==> src/epwa_pkg.sv <==
// shared types and constants for the echo pulse width averager
`timescale 1ns / 1ps
`default_nettype none

package epwa_pkg;

    localparam int TIME_WIDTH = 16;

    localparam logic OP_CAPTURE = 1'b0;
    localparam logic OP_CLEAR   = 1'b1;

    typedef struct packed {
        logic                  op;
        logic [TIME_WIDTH-1:0] capture_time;
    } in_item_t;

    typedef struct packed {
        logic [TIME_WIDTH-1:0] pulse_width;
        logic [TIME_WIDTH-1:0] average_width;
    } out_item_t;

    typedef struct packed {
        logic      push;
        logic      pop;
        out_item_t data;
    } queue_ctrl_t;

endpackage

`default_nettype wire

==> src/epwa_ram.sv <==
// generic single write port ram with registered read
`timescale 1ns / 1ps
`default_nettype none

module epwa_ram #(
    parameter int DATA_WIDTH = 16,
    parameter int DEPTH      = 8
) (
    input  wire logic                     aclk,
    input  wire logic                     we,
    input  wire logic [$clog2(DEPTH)-1:0] waddr,
    input  wire logic [DATA_WIDTH-1:0]    wdata,
    input  wire logic                     re,
    input  wire logic [$clog2(DEPTH)-1:0] raddr,
    output logic      [DATA_WIDTH-1:0]    rdata
);

    logic [DATA_WIDTH-1:0] mem [DEPTH];

    always_ff @(posedge aclk) begin
        if (we) begin
            mem[waddr] <= wdata;
        end
        if (re) begin
            rdata <= mem[raddr];
        end
    end

endmodule

`default_nettype wire

==> src/epwa_out_queue.sv <==
// two-entry result queue that decouples the update stage from the result channel
`timescale 1ns / 1ps
`default_nettype none

module epwa_out_queue (
    input  wire logic                 aclk,
    input  wire logic                 aresetn,
    input  wire epwa_pkg::queue_ctrl_t ctrl,
    output logic [1:0]                count,
    output epwa_pkg::out_item_t       head
);

    logic [1:0]          count_reg, count_next;
    epwa_pkg::out_item_t head_reg, head_next;
    epwa_pkg::out_item_t tail_reg, tail_next;

    always_comb begin
        count_next = count_reg;
        head_next  = head_reg;
        tail_next  = tail_reg;
        if (ctrl.push && !ctrl.pop) begin
            if (count_reg == 2'd0) begin
                head_next = ctrl.data;
            end else begin
                tail_next = ctrl.data;
            end
            count_next = count_reg + 2'd1;
        end else if (!ctrl.push && ctrl.pop) begin
            head_next  = tail_reg;
            count_next = count_reg - 2'd1;
        end else if (ctrl.push && ctrl.pop) begin
            if (count_reg == 2'd1) begin
                head_next = ctrl.data;
            end else begin
                head_next = tail_reg;
                tail_next = ctrl.data;
            end
        end
    end

    always_ff @(posedge aclk) begin
        if (!aresetn) begin
            count_reg <= 2'd0;
        end else begin
            count_reg <= count_next;
        end
        head_reg <= head_next;
        tail_reg <= tail_next;
    end

    assign count = count_reg;
    assign head  = head_reg;

endmodule

`default_nettype wire

==> src/echo_pulse_width_average_top.sv <==
// a falling edge accepted on s_ is registered in the update stage (s1), then in the result queue, before m_valid rises
// throughput: one transaction per cycle while s_ready is high; the ring entry is read the cycle the edge is
// taken and written back in the next, with the sum updated alongside the write
// a clear resets the ring through per-entry valid bits, no sweep
// reset: aresetn synchronous active low, clears pairing, ring position, sum and valid bits
`timescale 1ns / 1ps
`default_nettype none

module echo_pulse_width_average_top #(
    parameter int RING_DEPTH_LOG2 = 3
) (
    input  wire logic                aclk,
    input  wire logic                aresetn,
    input  wire logic                s_valid,
    output logic                     s_ready,
    input  wire epwa_pkg::in_item_t  s_data,
    output logic                     m_valid,
    input  wire logic                m_ready,
    output epwa_pkg::out_item_t      m_data
);

    localparam int TW         = epwa_pkg::TIME_WIDTH;
    localparam int RING_DEPTH = 1 << RING_DEPTH_LOG2;
    localparam int SUM_W      = TW + RING_DEPTH_LOG2;

    logic                       s_accept;
    logic                       is_clear;
    logic                       pair_ok;
    logic                       fall_hit;

    logic                       awaiting_fall_reg, awaiting_fall_next;
    logic [TW-1:0]              rise_time_reg, rise_time_next;
    logic [RING_DEPTH_LOG2-1:0] ring_pos_reg, ring_pos_next;
    logic [SUM_W-1:0]           width_sum_reg, width_sum_next;
    logic [RING_DEPTH-1:0]      entry_valid_reg, entry_valid_next;

    logic                       s1_valid_reg, s1_valid_next;
    logic [TW-1:0]              s1_width_reg, s1_width_next;
    logic [RING_DEPTH_LOG2-1:0] s1_pos_reg, s1_pos_next;

    logic [TW-1:0]              ram_rdata;
    logic [TW-1:0]              oldest;
    logic [SUM_W-1:0]           sum_update;

    epwa_pkg::queue_ctrl_t      q_ctrl;
    logic [1:0]                 q_count;

    assign s_accept = s_valid && s_ready;
    assign is_clear = (s_data.op == epwa_pkg::OP_CLEAR);
    assign pair_ok  = (s_data.capture_time >= rise_time_reg);
    assign fall_hit = s_accept && !is_clear && awaiting_fall_reg && pair_ok;

    // room is reserved for the result that may still be in the update stage
    assign s_ready = (q_count == 2'd0) || ((q_count == 2'd1) && !s1_valid_reg);

    // entries never written since the last clear read as zero
    assign oldest     = entry_valid_reg[s1_pos_reg] ? ram_rdata : '0;
    assign sum_update = width_sum_reg - {{RING_DEPTH_LOG2{1'b0}}, oldest}
                      + {{RING_DEPTH_LOG2{1'b0}}, s1_width_reg};

    always_comb begin
        awaiting_fall_next = awaiting_fall_reg;
        rise_time_next     = rise_time_reg;
        ring_pos_next      = ring_pos_reg;
        width_sum_next     = width_sum_reg;
        entry_valid_next   = entry_valid_reg;
        s1_valid_next      = 1'b0;
        s1_width_next      = s1_width_reg;
        s1_pos_next        = s1_pos_reg;

        if (s1_valid_reg) begin
            width_sum_next               = sum_update;
            entry_valid_next[s1_pos_reg] = 1'b1;
        end

        if (s_accept) begin
            if (is_clear) begin
                // a later clear wins over the write-back of an earlier edge
                awaiting_fall_next = 1'b0;
                ring_pos_next      = '0;
                width_sum_next     = '0;
                entry_valid_next   = '0;
            end else if (!awaiting_fall_reg) begin
                rise_time_next     = s_data.capture_time;
                awaiting_fall_next = 1'b1;
            end else begin
                awaiting_fall_next = 1'b0;
                if (pair_ok) begin
                    s1_valid_next = 1'b1;
                    s1_width_next = s_data.capture_time - rise_time_reg;
                    s1_pos_next   = ring_pos_reg;
                    ring_pos_next = ring_pos_reg + 1'b1;
                end
            end
        end
    end

    always_ff @(posedge aclk) begin
        if (!aresetn) begin
            awaiting_fall_reg <= 1'b0;
            rise_time_reg     <= '0;
            ring_pos_reg      <= '0;
            width_sum_reg     <= '0;
            entry_valid_reg   <= '0;
            s1_valid_reg      <= 1'b0;
        end else begin
            awaiting_fall_reg <= awaiting_fall_next;
            rise_time_reg     <= rise_time_next;
            ring_pos_reg      <= ring_pos_next;
            width_sum_reg     <= width_sum_next;
            entry_valid_reg   <= entry_valid_next;
            s1_valid_reg      <= s1_valid_next;
        end
        s1_width_reg <= s1_width_next;
        s1_pos_reg   <= s1_pos_next;
    end

    epwa_ram #(
        .DATA_WIDTH (TW),
        .DEPTH      (RING_DEPTH)
    ) u_ring (
        .aclk  (aclk),
        .we    (s1_valid_reg),
        .waddr (s1_pos_reg),
        .wdata (s1_width_reg),
        .re    (fall_hit),
        .raddr (ring_pos_reg),
        .rdata (ram_rdata)
    );

    always_comb begin
        q_ctrl.push               = s1_valid_reg;
        q_ctrl.pop                = m_valid && m_ready;
        q_ctrl.data.pulse_width   = s1_width_reg;
        q_ctrl.data.average_width = sum_update[SUM_W-1:RING_DEPTH_LOG2];
    end

    epwa_out_queue u_out_queue (
        .aclk    (aclk),
        .aresetn (aresetn),
        .ctrl    (q_ctrl),
        .count   (q_count),
        .head    (m_data)
    );

    assign m_valid = (q_count != 2'd0);

    // the update stage only runs for a falling edge taken the cycle before
    a_s1_from_fall: assert property (@(posedge aclk) disable iff (!aresetn)
        $rose(s1_valid_reg) |-> $past(fall_hit))
        else $error("update stage started without a falling edge");

    // falling edges alternate with other transactions, so updates never run back to back
    a_s1_spaced: assert property (@(posedge aclk) disable iff (!aresetn)
        s1_valid_reg |=> !s1_valid_reg)
        else $error("two ring updates in consecutive cycles");

    // a clear leaves the averager empty
    a_clear_empties: assert property (@(posedge aclk) disable iff (!aresetn)
        (s_accept && is_clear) |=>
            (width_sum_reg == '0 && ring_pos_reg == '0 && entry_valid_reg == '0
             && !awaiting_fall_reg))
        else $error("clear did not empty the averager");

    // the queue is never pushed while full and not draining
    a_queue_room: assert property (@(posedge aclk) disable iff (!aresetn)
        s1_valid_reg |-> (q_count != 2'd2 || (m_valid && m_ready)))
        else $error("result queue overflow");

endmodule

`default_nettype wire

==> config.mk <==
export PLATFORM = sky130hd
export DESIGN_NAME = echo_pulse_width_average_top
export DESIGN_NICKNAME = d
export VERILOG_FILES = /design/src/epwa_pkg.sv /design/src/epwa_ram.sv /design/src/epwa_out_queue.sv /design/src/echo_pulse_width_average_top.sv
export SDC_FILE = /design/constraint.sdc
export NUM_CORES = 1
export LEC_CHECK = 0
export ABC_AREA = 1
export ABC_CLOCK_PERIOD_IN_PS = 3500
export BUFFER_PORTS_ARGS = -buffer_cell sky130_fd_sc_hd__buf_2
export CORE_UTILIZATION = 50
export DETAILED_ROUTE_END_ITERATION = 8
export PLACE_DENSITY = 0.72
export SYNTH_ARGS = -nofsm -noshare
export SYNTH_HDL_FRONTEND = slang
export SYNTH_HIERARCHICAL = 1
export SYNTH_SLANG_ARGS = --single-unit
==> constraint.sdc <==
create_clock -name aclk -period 3.5 [get_ports aclk]
set_clock_uncertainty 0.05 [all_clocks]
set_input_delay 0.525 -clock aclk [delete_from_list [all_inputs] [get_ports aclk]]
set_output_delay 0.525 -clock aclk [all_outputs]
set_load 0.02 [all_outputs]
==> metrics.yaml <==
port_buffers: 54
crit_family: "simple AND/OR/NAND/NOR gates"
clockRootBuffer: "clkbuf_16"
cp_max_fo: 16
grt_usage_pct: 21.3
ant_nets: 0
tightest_slew_ns: 1.14
period_needed_ns: 3.41
rows: 60
viasPerCell: 5.00
grt_overflow: 0
period_share_pct: 97.4
worst-setup-path-type: "flip-flop to flip-flop"
die_y_um: 168
final-hold-violation-count: 0
first_global_vias: 9017
final_util_pct: 57.2
path_cells: "inv_2 -> nand2_1 -> inv_1 -> o21ai_0 -> o22ai_1 -> nor2_2 -> buf_12 -> nor2_1 -> fa_1 -> inv_1 -> ha_2 -> nand2_1 -> nand2_1 -> nand2_1 -> nand2_1 -> nand2_1 -> nand3b_2 -> nand2_1 -> nand2_1 -> nand2_1 -> nand2_1 -> nand2_1 -> nand2_1"
die_w_um: 168
hold_class: "primary input to flip-flop"
cpPeakStageDelay_ns: 0.49
path_buf_inv: 4
endpoint_kind: "flip-flop"
clock_latency_ns: 0.56
fin_nets: 1640
firstDrtPassIters: 5
fmax_ghz: 0.293
synth_area_leaders: "edfxtp_1, nand2_1, inv_1, dfxtp_1, nand3_1"
ys_warn_count: 6
yosys.area.top_type: "edfxtp_1"
rsz0062_at_grt: "yes"
wirelength_mm: 29.5
power.leakage_nw: 7.03
gp_congestion: 0.954
antenna_found_initial: 0
path_clk_slew_ns: 0.06
hpwl_mm: 19.9
slew_headroom_pct: 24.3
numPlacedInstances: 1868
outcome: "complete, no violations"
critPathSlowestCell: "edfxtp_1"
grt_pass1_wl_mm: 46.8
max-cap-violations: 0
synth_top_area_share_pct: 49.5
slew_viol_final: 0
ys_ff_latch: 277
vias: 9603
clock_sinks: 277
insertedDiodeCount: 0
cts_buffers: 28
fill_cells: 2282
drc: 0
cpMostUsedCell: "nand2_1"
grt_max_degree: 69
core_sq_mm: 0.0270
fin_tns_setup_ns: 0
vdd_drop_max_uv: 323
crit_required_ns: 3.77
cts.path.max_buffers: 3
multi_input_area_sq_mm: 0.00459
areaGrowthSynthToFinish_pct: 12.1
cts_tree: "done"
ios: 55
syn_inst: 1489
start_kind: "flip-flop"
syn-num-nets: 1570
start_util_pct: 51.1
avgSynthCellArea_sq_um: 9.24
power_density_mw_per_mm2: 482
syn_area_sq_mm: 0.0138
cts.htree.levels: 1
yosysUniqueCellTypes: 40
wl_per_cell_um: 15.3
drive_gt1_share_pct: 11.4
largest_reg_flops: 128
seq_area_sq_mm: 0.00782
drt-initial-drc-count: 745
setup_viol: 0
final_cells: 1921
yosysSeqAreaShare_pct: 56.8
hold_ws_ns: 0.208
die_area_sq_mm: 0.0282
arrival_ns: 3.68
==> tightest hold or removal path, cell delays in order <==
cell and delay (ns):
buf_2 0.09, o21ai_1 0.06, a21oi_1 0.10
==> synthesized netlist by cell type, drive strengths merged <==
master and n:
a211oi 1, a21boi 2, a21o 2, a21oi 71
a31oi 1, and2 2, buf 39, clkbuf 2
dfxtp 50, edfxtp 227, fa 17, ha 43
inv 310, nand2 418, nand3 133, nand3b 4
nand4 2, nor2 93, nor3 5, o21ai 39
o21bai 2, o22ai 2, or2 1, xnor2 9
xor2 14
==> worst paths after layout <==
kind | start | to | slack, ns | depth (start not counted)
max | s1_pos_reg[2] | u_out_queue/head[11] | 0.09 | 23
min | s_data[4] | rise_time_reg[4] | 0.21 | 3
max reg2reg | s1_pos_reg[2] | u_out_queue/head[11] | 0.09 | 23
min reg2reg | rise_time_reg[9] | rise_time_reg[9] | 0.41 | 2
==> through the flow <==
step                setup slack, ns  total power [mW]  area, sq um
global route                 -0.101              7.72        15400
floorplan                     0.393              4.29        13800
finish                       0.0910              7.44        15400
detailed placement          -0.0421              4.46        14400
CTS                         0.00678              7.50        15300
global placement              0.148              4.44        14400
==> where the power goes <==
group          switching, mW  internal [mW]  leakage, nW
Sequential            0.0315           3.65         2.45
Combinational          0.479          0.240         4.13
Clock                   1.26           1.79        0.449
Total                   1.77           5.67         7.03
==> what timing repair did <==
| action | 4_1_cts | 5_1_grt |
|---|---|---|
| hold buffers | 0 | 0 |
| setup endpoints to repair | 2 | 32 |
| hold endpoints to repair | 0 | 0 |
| resized for setup | 1 | 29 |
| buffers inserted | 1 | 1 |
| cloned | 0 | 0 |
| pin swaps | 0 | 6 |
==> layout by cell type, fill, tap and decap left out, drive strengths merged, types with 2 or more instances in the layout <==
cell type / instances
ha: 43
xor2: 14
o22ai: 2
dfxtp: 50
clkbuf: 32
and2: 2
fa: 17
xnor2: 9
nor2: 93
clkinvlp: 4
nor3: 5
nand4: 2
edfxtp: 227
a21oi: 71
nand3b: 4
nand3: 133
inv: 310
o21ai: 39
buf: 81
a21boi: 2
nand2: 418
bufinv: 4
a21o: 2
clkinv: 11
o21bai: 2
==> per-layer routing <==
metal / wire [um] / part of all wire, % / vias up / GRT usage [%]
li1: - / - / 4850 / -
met1: 13300 / 45 / 4453 / 29.0
met2: 13500 / 46 / 254 / 34.3
met3: 1780 / 6.0 / 46 / 3.71
met4: 851 / 2.9 / 0 / 7.54
met5: 0 / 0 / - / 0
==> logic make-up (layout without fill, tap and decap cells) <==
kind of cell	after synthesis	count (layout)	synth area share (%)
flip-flops	277	277	56.8
adder cells (fa/ha/maj)	60	60	6.38
AO/OA/AOI/OAI	120	120	4.69
buffers and inverters	351	442	10.6
XOR/XNOR	23	23	1.46
AND/OR/NAND/NOR	658	658	20.1
==> area by class of cell <==
type | instances | area share, %
repair buffers | 81 | 3.15
clock inverters | 19 | 1.44
well taps | 341 | 2.77
flip-flops and latches | 277 | 50.7
clock buffers | 32 | 4.70
inverters | 310 | 7.54
multi-input cells | 861 | 29.7
Note: power is estimated with default switching activity, not from simulation.
